**src/rtl/text_number_parser_assert.svh**
```systemverilog
// Assertion macros for the text number parser RTL.
`ifndef TEXT_NUMBER_PARSER_ASSERT_SVH
`define TEXT_NUMBER_PARSER_ASSERT_SVH

`ifndef SYNTH
// Same-cycle implication, checked on every rising clock edge out of reset
`define TNP_ASSERT_IMP(label, clk, rstn, ante, cons) \
    label: assert property (@(posedge clk) disable iff (!(rstn)) (ante) |-> (cons)) \
        else $error("text_number_parser: assertion failed");
// Next-cycle implication
`define TNP_ASSERT_NXT(label, clk, rstn, ante, cons) \
    label: assert property (@(posedge clk) disable iff (!(rstn)) (ante) |=> (cons)) \
        else $error("text_number_parser: assertion failed");
`else
`define TNP_ASSERT_IMP(label, clk, rstn, ante, cons)
`define TNP_ASSERT_NXT(label, clk, rstn, ante, cons)
`endif

`endif

```
**src/rtl/tnp_pkg.sv**
```systemverilog
// Types, constants and helper functions shared by the text number parser.
`default_nettype none

package tnp_pkg;

    // Parser phases
    typedef enum logic [2:0] {
        PH_SKIP   = 3'd0,
        PH_ZERO   = 3'd1,
        PH_PREFIX = 3'd2,
        PH_DIGITS = 3'd3,
        PH_DONE   = 3'd4
    } phase_t;

    // Number radix
    typedef enum logic [1:0] {
        RX_DEC = 2'd0,
        RX_HEX = 2'd1,
        RX_OCT = 2'd2,
        RX_BIN = 2'd3
    } radix_t;

    // Result status codes
    localparam logic [1:0] ST_OK   = 2'd0;
    localparam logic [1:0] ST_NONE = 2'd1;
    localparam logic [1:0] ST_OVF  = 2'd2;

    // Digit code for "not a digit of this radix"
    localparam logic [4:0] NO_DIGIT = 5'd16;

    // Overflow limits
    localparam logic [31:0] DEC_LIMIT = 32'd429496729;
    localparam logic [31:0] HEX_MASK  = 32'hF000_0000;
    localparam logic [31:0] OCT_MASK  = 32'hE000_0000;
    localparam logic [31:0] BIN_MASK  = 32'h8000_0000;
    localparam logic [31:0] OVF_VALUE = 32'hFFFF_FFFF;

    // Character codes
    localparam logic [7:0] CH_SPACE = 8'h20;
    localparam logic [7:0] CH_0     = 8'h30;
    localparam logic [7:0] CH_1     = 8'h31;
    localparam logic [7:0] CH_7     = 8'h37;
    localparam logic [7:0] CH_9     = 8'h39;
    localparam logic [7:0] CH_UA    = 8'h41;
    localparam logic [7:0] CH_UB    = 8'h42;
    localparam logic [7:0] CH_UF    = 8'h46;
    localparam logic [7:0] CH_UX    = 8'h58;
    localparam logic [7:0] CH_LA    = 8'h61;
    localparam logic [7:0] CH_LB    = 8'h62;
    localparam logic [7:0] CH_LF    = 8'h66;
    localparam logic [7:0] CH_LX    = 8'h78;

    // Parser state carried between characters
    typedef struct packed {
        phase_t      phase;
        radix_t      radix;
        logic [31:0] acc;
        logic [7:0]  pos;
    } parse_state_t;

    // One result item
    typedef struct packed {
        logic [31:0] value;
        logic [1:0]  status;
        logic [7:0]  offset;
    } parse_result_t;

    // Digit value of a character in a radix, or NO_DIGIT
    function automatic logic [4:0] digit_of(input logic [7:0] c, input radix_t r);
        logic [4:0] d;
        d = NO_DIGIT;
        if (c >= CH_0 && c <= CH_9) begin
            d = {1'b0, c[3:0]};
        end else if (r == RX_HEX && ((c >= CH_UA && c <= CH_UF) ||
                                     (c >= CH_LA && c <= CH_LF))) begin
            // 'A'/'a' has low nibble 1, maps to 10
            d = {1'b0, c[3:0] + 4'd9};
        end
        if (r == RX_DEC && d > 5'd9) d = NO_DIGIT;
        if (r == RX_OCT && d > 5'd7) d = NO_DIGIT;
        if (r == RX_BIN && d > 5'd1) d = NO_DIGIT;
        return d;
    endfunction

endpackage

`default_nettype wire

```
**src/rtl/tnp_step.sv**
```systemverilog
// Per-character parse step: next parser state and optional result item.
`default_nettype none

module tnp_step (
    input  wire logic [7:0]            char_in,
    input  wire logic                  last_in,
    input  wire tnp_pkg::parse_state_t cur,
    input  wire logic [7:0]            pos_inc,
    output tnp_pkg::parse_state_t      nxt,
    output logic                       emit,
    output tnp_pkg::parse_result_t     res
);
    import tnp_pkg::*;

    logic [4:0]  digit;
    logic        ovf;
    logic [31:0] acc_mac;
    logic [31:0] digit_ext;

    assign digit     = digit_of(char_in, cur.radix);
    assign digit_ext = {28'd0, digit[3:0]};

    // Overflow check and multiply-add for the active radix
    always_comb begin
        case (cur.radix)
            RX_HEX: begin
                ovf     = (cur.acc & HEX_MASK) != 32'd0;
                acc_mac = {cur.acc[27:0], 4'd0} + digit_ext;
            end
            RX_OCT: begin
                ovf     = (cur.acc & OCT_MASK) != 32'd0;
                acc_mac = {cur.acc[28:0], 3'd0} + digit_ext;
            end
            RX_BIN: begin
                ovf     = (cur.acc & BIN_MASK) != 32'd0;
                acc_mac = {cur.acc[30:0], 1'b0} | digit_ext;
            end
            default: begin
                ovf     = (cur.acc > DEC_LIMIT) ||
                          (cur.acc == DEC_LIMIT && digit > 5'd5);
                acc_mac = {cur.acc[28:0], 3'd0} + {cur.acc[30:0], 1'b0} + digit_ext;
            end
        endcase
    end

    // Phase transitions and result selection
    always_comb begin
        nxt  = cur;
        emit = 1'b0;
        res  = '{value: 32'd0, status: ST_OK, offset: 8'd0};

        case (cur.phase)
            PH_SKIP: begin
                if (char_in >= 8'd1 && char_in <= CH_SPACE) begin
                    nxt.phase = PH_SKIP;
                end else if (char_in == CH_0) begin
                    nxt.phase = PH_ZERO;
                end else if (char_in == CH_LB || char_in == CH_UB) begin
                    nxt.phase = PH_PREFIX;
                    nxt.radix = RX_BIN;
                end else if (char_in >= CH_1 && char_in <= CH_9) begin
                    nxt.phase = PH_DIGITS;
                    nxt.radix = RX_DEC;
                    nxt.acc   = {28'd0, char_in[3:0]};
                end else begin
                    emit       = 1'b1;
                    res.status = ST_NONE;
                end
            end
            PH_ZERO: begin
                if (char_in == CH_LX || char_in == CH_UX) begin
                    nxt.phase = PH_PREFIX;
                    nxt.radix = RX_HEX;
                end else if (char_in >= CH_0 && char_in <= CH_7) begin
                    nxt.phase = PH_DIGITS;
                    nxt.radix = RX_OCT;
                    nxt.acc   = {28'd0, char_in[3:0]};
                end else begin
                    emit       = 1'b1;
                    res.offset = cur.pos;
                end
            end
            PH_PREFIX: begin
                if (digit != NO_DIGIT) begin
                    nxt.phase = PH_DIGITS;
                    nxt.acc   = digit_ext;
                end else begin
                    emit       = 1'b1;
                    res.status = ST_NONE;
                end
            end
            PH_DIGITS: begin
                if (digit == NO_DIGIT) begin
                    emit       = 1'b1;
                    res.value  = cur.acc;
                    res.offset = cur.pos;
                end else if (ovf) begin
                    emit       = 1'b1;
                    res.value  = OVF_VALUE;
                    res.status = ST_OVF;
                end else begin
                    nxt.acc = acc_mac;
                end
            end
            default: begin
                nxt.phase = cur.phase;
            end
        endcase

        if (last_in) begin
            // Text ends: close any open number, then start afresh
            if (!emit) begin
                case (nxt.phase)
                    PH_SKIP, PH_PREFIX: begin
                        emit       = 1'b1;
                        res.status = ST_NONE;
                    end
                    PH_ZERO: begin
                        emit       = 1'b1;
                        res.offset = pos_inc;
                    end
                    PH_DIGITS: begin
                        emit       = 1'b1;
                        res.value  = nxt.acc;
                        res.offset = pos_inc;
                    end
                    default: begin
                        emit = 1'b0;
                    end
                endcase
            end
            nxt = '{phase: PH_SKIP, radix: RX_DEC, acc: 32'd0, pos: 8'd0};
        end else begin
            if (emit) nxt.phase = PH_DONE;
            nxt.pos = pos_inc;
        end
    end

endmodule

`default_nettype wire

```
**src/rtl/text_number_parser.sv**
```systemverilog
// Text number parser: reads one unsigned 32-bit number, with or without a radix prefix, per text.
// A character is held in the input register and its result in the result register that drives m_*.
// Throughput: one character per cycle unless m_ready holds off the result register;
// the parse step is one multiply-add by shift-and-add between those two registers.
// Reset (aresetn low, synchronous) empties both registers and returns the parser
// to skipping leading spaces at text offset zero.
`default_nettype none

module text_number_parser #(
    parameter int MAX_TEXT = 255
) (
    input  wire logic        aclk,
    input  wire logic        aresetn,
    input  wire logic        s_valid,
    output logic             s_ready,
    input  wire logic [7:0]  s_text_char,
    input  wire logic        s_text_last,
    output logic             m_valid,
    input  wire logic        m_ready,
    output logic [31:0]      m_number_value,
    output logic [1:0]       m_parse_status,
    output logic [7:0]       m_end_offset
);
    import tnp_pkg::*;

    localparam int         PosCapInt = (MAX_TEXT < 255) ? MAX_TEXT : 255;
    localparam logic [7:0] POS_CAP   = 8'(PosCapInt);

    logic          in_valid_reg;
    logic [7:0]    in_char_reg;
    logic          in_last_reg;
    parse_state_t  state_reg;
    parse_state_t  state_next;
    logic          out_valid_reg;
    parse_result_t out_reg;
    logic          out_free;
    logic          advance;
    logic          step_emit;
    parse_result_t step_res;
    logic [7:0]    pos_inc;

    // Handshake: the step runs when the result register can take a result
    assign out_free = !out_valid_reg || m_ready;
    assign advance  = in_valid_reg && out_free;
    assign s_ready  = !in_valid_reg || advance;

    // Saturating position count
    assign pos_inc = (state_reg.pos < POS_CAP) ? state_reg.pos + 8'd1 : POS_CAP;

    tnp_step u_step (
        .char_in (in_char_reg),
        .last_in (in_last_reg),
        .cur     (state_reg),
        .pos_inc (pos_inc),
        .nxt     (state_next),
        .emit    (step_emit),
        .res     (step_res)
    );

    // Input register
    always_ff @(posedge aclk) begin
        if (!aresetn) begin
            in_valid_reg <= 1'b0;
        end else if (s_ready) begin
            in_valid_reg <= s_valid;
        end
    end

    always_ff @(posedge aclk) begin
        if (s_valid && s_ready) begin
            in_char_reg <= s_text_char;
            in_last_reg <= s_text_last;
        end
    end

    // Parser state
    always_ff @(posedge aclk) begin
        if (!aresetn) begin
            state_reg <= '{phase: PH_SKIP, radix: RX_DEC, acc: 32'd0, pos: 8'd0};
        end else if (advance) begin
            state_reg <= state_next;
        end
    end

    // Result register
    always_ff @(posedge aclk) begin
        if (!aresetn) begin
            out_valid_reg <= 1'b0;
        end else if (out_free) begin
            out_valid_reg <= advance && step_emit;
        end
    end

    always_ff @(posedge aclk) begin
        if (advance && step_emit) begin
            out_reg <= step_res;
        end
    end

    assign m_valid        = out_valid_reg;
    assign m_number_value = out_reg.value;
    assign m_parse_status = out_reg.status;
    assign m_end_offset   = out_reg.offset;

`include "text_number_parser_assert.svh"

    // Failed parses carry no offset
    `TNP_ASSERT_IMP(a_fail_offset, aclk, aresetn,
        out_valid_reg && out_reg.status != ST_OK, out_reg.offset == 8'd0)
    // Overflow reports the saturated value
    `TNP_ASSERT_IMP(a_ovf_value, aclk, aresetn,
        out_valid_reg && out_reg.status == ST_OVF, out_reg.value == OVF_VALUE)
    // Position never passes the cap
    `TNP_ASSERT_IMP(a_pos_cap, aclk, aresetn, 1'b1, state_reg.pos <= POS_CAP)
    // A result inside a text leaves the parser ignoring the rest
    `TNP_ASSERT_NXT(a_done_after_emit, aclk, aresetn,
        advance && step_emit && !in_last_reg, state_reg.phase == PH_DONE)
    // Last character always returns the parser to its start state
    `TNP_ASSERT_NXT(a_last_restart, aclk, aresetn,
        advance && in_last_reg, state_reg.phase == PH_SKIP && state_reg.pos == 8'd0)

endmodule

`default_nettype wire
```
**config.mk**
```make
export PLATFORM = sky130hd
export DESIGN_NAME = text_number_parser
export DESIGN_NICKNAME = d
export VERILOG_FILES = /design/src/rtl/tnp_pkg.sv /design/src/rtl/tnp_step.sv /design/src/rtl/text_number_parser.sv
export VERILOG_INCLUDE_DIRS = /design/src /design/src/rtl
export SDC_FILE = /design/constraint.sdc
export NUM_CORES = 1
export LEC_CHECK = 0
export BUFFER_PORTS_ARGS = -buffer_cell sky130_fd_sc_hd__clkbuf_2
export CAP_MARGIN = 40
export CORE_MARGIN = 5
export CORE_UTILIZATION = 52
export DETAILED_ROUTE_END_ITERATION = 8
export GPL_TIMING_DRIVEN = 1
export PLACE_DENSITY = 0.73
export SYNTH_ARGS = -nofsm -noshare
export SYNTH_HDL_FRONTEND = slang
export SYNTH_HIERARCHICAL = 1
export SYNTH_SLANG_ARGS = --single-unit
export TNS_END_PERCENT = 1
```
**constraint.sdc**
```tcl
create_clock -name aclk -period 5.7 [get_ports aclk]
set_clock_uncertainty 0.05 [all_clocks]
set_input_delay 0.285 -clock aclk [delete_from_list [all_inputs] [get_ports aclk]]
set_output_delay 0.285 -clock aclk [all_outputs]
set_load 0.02 [all_outputs]
```
=== After elaboration in Yosys (flattened, before gate mapping) ===
Cells that the tools add are included.

* Output and inout bits: 44
* Bits of input ports: 13
* Word-level logic and storage cells: 152
* Register bits: 98

* Bitwise gates (word level): 1
* Eq/ne operators: 21
* Magnitude comparators: 16
* Muxes and demuxes: 65
* Add/subtract/negate cells: 6
* Reductions and logical operators: 32

{| class="wikitable"
|+ Operator list
! kind !! number
|-
| 32-bit two-way mux || 8
|-
| 37-bit two-way mux || 6
|-
| 34-bit two-way mux || 4
|-
| 32-bit case mux with 4 select lines || 1
|-
| 32-bit by 4-bit adder with 32-bit output || 3
|-
| 32-bit case mux with 3 select lines || 1
|-
| 42-bit two-way mux || 2
|-
| 32-bit nonzero test || 2
|-
| 8-bit two-way mux || 6
|-
| 5-bit two-way mux || 7
|-
| 32-bit adder || 1
|-
| 32-bit by 29-bit == test with 1-bit output (second input constant) || 1
|-
| 8-bit by 7-bit == test with 1-bit output (second input constant) || 4
|-
| 32-bit by 29-bit greater-than comparator with 1-bit output (second input constant) || 1
|-
| 32-bit by 4-bit bitwise OR with 32-bit output || 1
|-
| 8-bit by 6-bit less-or-equal comparator with 1-bit output (second input constant) || 3
|-
| 8-bit by 6-bit greater-or-equal comparator with 1-bit output (second input constant) || 2
|-
| 8-bit by 7-bit greater-or-equal comparator with 1-bit output (second input constant) || 2
|-
| 8-bit by 7-bit less-or-equal comparator with 1-bit output (second input constant) || 2
|-
| 8-bit case mux with 2 select lines || 1
|-
| 1-bit two-way mux || 15
|-
| 3-bit two-way mux || 5
|-
| 1-bit logical AND || 14
|-
| 3-bit by 2-bit == test with 1-bit output (second input constant) || 4
|-
| 29 further kinds || 45
|}

=== Longest topological paths before layout ===
Gate-level depths: netlist of run 1.

* Word-level depth: 25
* Mapped depth: 23
* Gate-level depth less buffers: 22

=== Modules after synthesis ===
Netlist of run 1, hierarchy kept.

{| class="wikitable"
|+ By module, submodules not included
! module !! sequential area each (sq um) !! instances !! cells each !! area each (sq um)
|-
| tnp_step || 0.0 || 1 || 863 || 5955.7
|-
| text_number_parser || 2472.4 || 1 || 295 || 3611.0
|}

=== Least setup slack after synthesis of run 1 ===
Ideal clock, no wire load.

* Path type: flip-flop to flip-flop
* Start point: register in_char_reg[1]
* End point: register out_reg, in the netlist m_number_value[30], data pin
* Buffers on the path: 2
* Arrival: 4.871 ns
* Setup time: 0.271 ns
* Cell stages (with the launch flop): 22
* Setup slack: 0.508 ns
* Cells stage by stage: edfxtp_1 -> buf_4 -> inv_1 -> ha_1 -> o21bai_1 -> a21oi_2 -> mux2i_1 -> o31a_1 -> buf_4 -> and3_1 -> inv_1 -> fa_1 -> inv_1 -> ha_1 -> nor2b_1 -> o31ai_1 -> a21bo_2 -> a21boi_0 -> o41ai_1 -> nor4_1 -> o41ai_1 -> o31ai_1

{| class="wikitable"
|+ RTL lines
! what !! RTL line !! source
|-
| from (decl) || text_number_parser.sv:30 || <nowiki>logic [7:0] in_char_reg;</nowiki>
|-
| from (signal assigned) || text_number_parser.sv:71 || <nowiki>in_char_reg <= s_text_char;</nowiki>
|-
| to (signal assigned) || text_number_parser.sv:96 || <nowiki>out_reg <= step_res;</nowiki>
|-
| to (decl) || text_number_parser.sv:35 || <nowiki>parse_result_t out_reg;</nowiki>
|}

==> flow_metrics.tcl, run 1 <==
set metrics [dict create \
    antenna_found_initial 0 \
    die_w_um 146 \
    setup_ws_ns 0.282 \
    p_seq_frac 0.496 \
    cap_violations 0 \
    power_mw 1.56 \
    setup_viol 0 \
    fmax_mhz 185 \
    cts_tree "yes" \
    outcome "finished, final reports clean" \
    final_layout_size_suffix_gt1_frac 0.137 \
    overflow 0 \
    finalCritPeriodShare 0.951 \
    grt_pass1_vias 8914 \
    synth-seq-area-share 0.258 \
    root_buffer "clkbuf_16" \
    fill_cells 1709 \
    routed_wl_mm 30.6 \
    placed_cell_area_um2 10000 \
    power.density_nw_per_um2 151 \
    synth_seq_cells 98 \
    yosys.area.top_type "edfxtp_1" \
    synthFlopType "edfxtp_1" \
    grt_pass1_wl_mm 48.3 \
    r2r_slack_ns 0.28 \
    initial_utilization 0.531 \
    yosys_warnings 6 \
    placed_cells 1379 \
    place_congestion 1.00 \
    synth_area_leaders "edfxtp_1 16%, dfxtp_1 9.8%, ha_1 8.8%, nand3_1 3.7%, a21oi_1 3.7%" \
    synth_area_um2 9570 \
    fp.dieH_um 146 \
    die-area_um2 21200 \
    yosysUniqueCellTypes 92 \
    fin_nets 1243 \
    regArea_um2 2470 \
    layout_common_cells "80 x nand2_1, 71 x nand3_1, 69 x a21oi_1, 69 x o21ai_0, 67 x ha_1" \
    hold_ws_ns 0.0376 \
    swShare 0.279 \
    p_comb_frac 0.113 \
    required_ns 5.77 \
    syn_nets 1240 \
    clockBufferDepth 2 \
    cp-end-kind "flop" \
    final_common_cell "nand2_1" \
    fin_crit_ns 5.42 \
    p_leak_nw 3.89 \
    dr_total_vias 9630 \
    cts_hold_buf 0 \
    core_um2 18000 \
    hpwlAfterDp_mm 21.2 \
    io_pins 57 \
    drt_first_pass_iters 8 \
    path_class "flop to flop" \
    cts_sinks 98 \
    tightest_slew_ns 0.949 \
    p_int_mw 1.13 \
    vias_per_cell 6.90 \
    ir_drop_uv 156 \
    switchingPower_mw 0.435 \
    synth_edf_count 51 \
    setup_tns_ns 0 \
    port_buffers 56 \
    slew-limit-headroom 0.366 \
    postCtsSetupRepairBufs 0 \
    min_path_type "primary input to flop" \
    largest_reg_flops 45 \
    insertion_delay_ns 0.38 \
    grt_max_degree 51 \
    clkPwrFrac 0.391 \
    syn_inst 1158 \
    routed_wire_length_per_instance_um 22.0 \
    detail-route-antenna-nets 0 \
    numCtsBuffers 9 \
    fin_area_um2 10300 \
    multiInputGateArea_um2 6570 \
    place_ws_ns 0.274 \
    synth_top_area_frac 0.160 \
    h-tree-depth 3 \
    avgSynthCellArea_um2 8.26 \
    start_kind "flop" \
    arrival_ns 5.49 \
    drcViolationCount 0 \
    async_flop_share 0 \
    dr.first_iter.drc_count 1218 \
    drv_slew 0 \
    layoutNonFillerInstCount 1395 \
    fp-row-count 49 \
    diodes 0 \
    rsz0062_at_grt "true" \
    track_usage 0.276 \
    final_util 0.574 \
    worst-path-max-fanout 6 \
    hold_viol_final 0 \
    areaGrowthSynthToFinish_pct 8.07 \
    clk_pin_slew_ns 0.07 \
]
[cells by family after synthesis]
kind of cell,Yosys count,synth area share
muxes,28,0.0430
adders and majority gates,69,0.0918
buffers and inverters,132,0.0595
DFF,98,0.258
and+or+nand+nor,368,0.200
AOI/OAI and AO/OA,419,0.307
xor gates and xnor gates,44,0.0403
[synth_stat cells, types with 7 or more instances]
| master | number |
|---|---|
| nand2_1 | 80 |
| nand3_1 | 71 |
| a21oi_1 | 70 |
| o21ai_0 | 70 |
| ha_1 | 67 |
| nor2_1 | 62 |
| clkbuf_1 | 60 |
| edfxtp_1 | 51 |
| dfxtp_1 | 47 |
| a21boi_1 | 46 |
| inv_1 | 33 |
| o21ai_1 | 33 |
| nor3_1 | 32 |
| xnor2_1 | 29 |
| o2bb2ai_1 | 19 |
| a21o_1 | 18 |
| a211oi_1 | 17 |
| and3_1 | 16 |
| nand4_1 | 16 |
| nor2b_1 | 16 |
| nor4_1 | 16 |
| o31ai_1 | 16 |
| buf_2 | 15 |
| xor2_1 | 15 |
| mux2i_1 | 13 |
| o211ai_1 | 13 |
| a22o_1 | 12 |
| a31oi_1 | 11 |
| mux4_2 | 10 |
| a221o_1 | 8 |
| a221oi_1 | 8 |
| nand2b_1 | 8 |
| or2_2 | 8 |
| buf_4 | 7 |
[what timing repair did]
item                       CTS  global route
hold endpoints to repair     0             0
gates resized for setup      0             3
setup endpoints to repair    0            10
[worst paths after layout]
path,start,end,depth (start not counted)
hold reg to reg,state_reg[1],state_reg[1],2
setup / recovery,in_char_reg[0],m_number_value[17],19
hold / removal,s_text_char[0],in_char_reg[0],1
setup reg to reg,in_char_reg[0],m_number_value[17],19
[power groups by stage]
stage	Sequential (mW)	Clock, mW	Combinational, mW
after floorplan	0.804	0	0.100
after global placement	0.790	0	0.170
after detailed placement	0.790	0	0.175
after CTS	0.774	0.620	0.175
after global routing	0.776	0.650	0.188
final	0.774	0.610	0.177
[routing by layer]
layer  vias up  wire [um]  GRT usage
met2       497      14000      0.445
met3        75       2540     0.0455
met5         -          0          0
met4         0        913      0.108
met1      4609      13200      0.373
li1       4449          -          -
[worst max-delay path, cell delays in order (launching register included)]
cell      delay [ns]
edfxtp_1        0.47
inv_1           0.10
ha_1            0.25
o21bai_1        0.29
nor4b_1         0.33
o31ai_2         0.19
o21ai_1         0.27
and3_1          0.27
inv_1           0.07
fa_1            0.53
inv_1           0.06
ha_1            0.31
a211oi_1        0.26
o21ai_0         0.16
a32oi_1         0.35
o21ai_0         0.24
xor2_1          0.21
a211oi_1        0.35
a211oi_1        0.10
a221o_1         0.31
[layout make-up]
type,count,share of cell area
clock inverter,5,0.00387
inverter,36,0.0131
clock buffer,11,0.0235
multi-input combinational,928,0.636
tap,229,0.0277
sequential,98,0.239
timing repair buffer,88,0.0566
No activity file was read; power rests on OpenSTA's default activity.
==> inputs of run 2 (changes only) <==
--- a/config.mk
+++ b/config.mk
@@ -13,6 +13,7 @@
 export DETAILED_ROUTE_END_ITERATION = 8
 export GPL_TIMING_DRIVEN = 1
 export PLACE_DENSITY = 0.73
+export RECOVER_POWER = 25
 export SYNTH_ARGS = -nofsm -noshare
 export SYNTH_HDL_FRONTEND = slang
 export SYNTH_HIERARCHICAL = 1
==> run 2 against run 1 <==
Non-clock buffer count did not move. Cell count did not move. Critical path depth did not move. Routed wire length fell by 0.17%. Setup slack got worse by 0.033 ns. Clock power barely moved. Hold slack improved by 0.0024 ns. Total power fell by 0.32%. Die area did not move. Core utilization fell by 0.27 points. Critical path type unchanged. Largest cell class unchanged.
==> flow_metrics.tcl, run 2 (synthesis gave the netlist of run 1 again) <==
set metrics [dict create \
    root_buffer "clkbuf_16" \
    setup_tns_ns 0 \
    crit_start "in_char_reg[0]" \
    start_kind "flop" \
    h-tree-depth 3 \
    track_usage 0.276 \
    min_path_type "primary input to flop" \
    setup_ws_ns 0.248 \
    worst-path-max-fanout 6 \
    worstReg2RegStart "in_char_reg[0]" \
    rsz0062_at_grt "true" \
    fp-row-count 49 \
    min_path_cells 1 \
    antenna_found_initial 0 \
    layout_common_cells "80 x nand2_1, 71 x nand3_1, 69 x a21oi_1, 69 x o21ai_0, 67 x ha_1" \
    drt_first_pass_iters 6 \
    numCtsBuffers 9 \
    grt_pass1_wl_mm 48.3 \
    fp.dieH_um 146 \
    final_util 0.571 \
    clockBufferDepth 2 \
    path_class "flop to flop" \
    tightest_slew_ns 0.941 \
    hp-start "s_text_char[0]" \
    fin_crit_ns 5.45 \
    io_pins 57 \
    fill_cells 1721 \
    core_um2 18000 \
    grt_pass1_vias 8914 \
    cap_violations 0 \
    grt_max_degree 51 \
    power.density_nw_per_um2 151 \
    cts_tree "yes" \
    vias_per_cell 6.92 \
    dr.first_iter.drc_count 1198 \
    arrival_ns 5.52 \
    finalCritPeriodShare 0.956 \
    slew-limit-headroom 0.371 \
    initial_utilization 0.531 \
    postCtsSetupRepairBufs 0 \
    r2r_slack_ns 0.25 \
    drcViolationCount 0 \
    setup_viol 0 \
    clk_pin_slew_ns 0.07 \
    hpwlAfterDp_mm 21.2 \
    dr_total_vias 9650 \
    detail-route-antenna-nets 0 \
    outcome "finished, final reports clean" \
    required_ns 5.77 \
    cp-endpoint "m_number_value[17]" \
    p_leak_nw 3.77 \
    place_congestion 1.00 \
    insertion_delay_ns 0.37 \
    place_ws_ns 0.274 \
    areaGrowthSynthToFinish_pct 7.56 \
    die_w_um 146 \
    routed_wire_length_per_instance_um 21.9 \
    rr_endpoint "m_number_value[17]" \
    ir_drop_uv 154 \
    port_buffers 56 \
    cts_sinks 98 \
    hold_ws_ns 0.0400 \
    overflow 0 \
    routed_wl_mm 30.6 \
    diodes 0 \
    cp-end-kind "flop" \
    drv_slew 0 \
    regArea_um2 2470 \
    largest_reg_flops 45 \
    final_layout_size_suffix_gt1_frac 0.104 \
    final_common_cell "nand2_1" \
    fmax_mhz 183 \
    fin_nets 1243 \
    worst_r2r_path_depth 19 \
    die-area_um2 21200 \
    power_mw 1.56 \
    multiInputGateArea_um2 6570 \
    hold_viol_final 0 \
]
run 2: cell counts in the layout (fill, tap and decap cells not counted):
Identical to the previous run, type by type.
run 2: metrics by stage:
stage,std cells,cell area [um2]
2_1_floorplan,1158,9570
3_3_place_gp,1375,9960
3_5_place_dp,1379,10000
4_1_cts,1395,10300
5_1_grt,1395,10300
6_report,1395,10300
run 2: per-layer routing:
metal	global-route usage	part of all wire	vias to the layer above
met2	0.445	0.46	540
met1	0.373	0.43	4593
li1	-	-	4449
met3	0.0455	0.082	68
met5	0	0	-
met4	0.108	0.030	0
run 2: final cells by class:
| cell class | instances | area share |
|---|---|---|
| clock buffers | 11 | 0.0236 |
| well taps | 229 | 0.0278 |
| flip-flops and latches | 98 | 0.241 |
| multi-input cells | 928 | 0.639 |
| inverters | 36 | 0.0131 |
| repair buffers | 88 | 0.0522 |
| clock inverters | 5 | 0.00389 |
run 2: where the power goes:
part | switching (mW) | internal (mW)
clock | 0.298 | 0.311
combinational | 0.123 | 0.0506
sequential | 0.0130 | 0.761
total | 0.434 | 1.12
run 2: worst max-delay path, cell delays in order, from the launching register on:
cell	delay, ns
edfxtp_1	0.47
inv_1	0.10
ha_1	0.25
o21bai_1	0.29
nor4b_1	0.33
o31ai_2	0.19
o21ai_1	0.26
and3_1	0.27
inv_1	0.07
fa_1	0.53
inv_1	0.06
ha_1	0.31
a211oi_1	0.26
o21ai_0	0.16
a32oi_1	0.36
o21ai_0	0.26
xor2_1	0.21
a211oi_1	0.36
a211oi_1	0.09
a221o_1	0.31
run 2: timing repair:
action,CTS,global route
setup endpoints to repair,0,10
hold buffers,0,0
resized for setup,0,3
run 2: how the worst min path moves through the flow:
stage / endpoint
floorplan: in_char_reg[0]
global placement: in_char_reg[3]
detailed placement: in_char_reg[3]
CTS: in_char_reg[2]
global route: in_char_reg[6]
finish: in_char_reg[0]
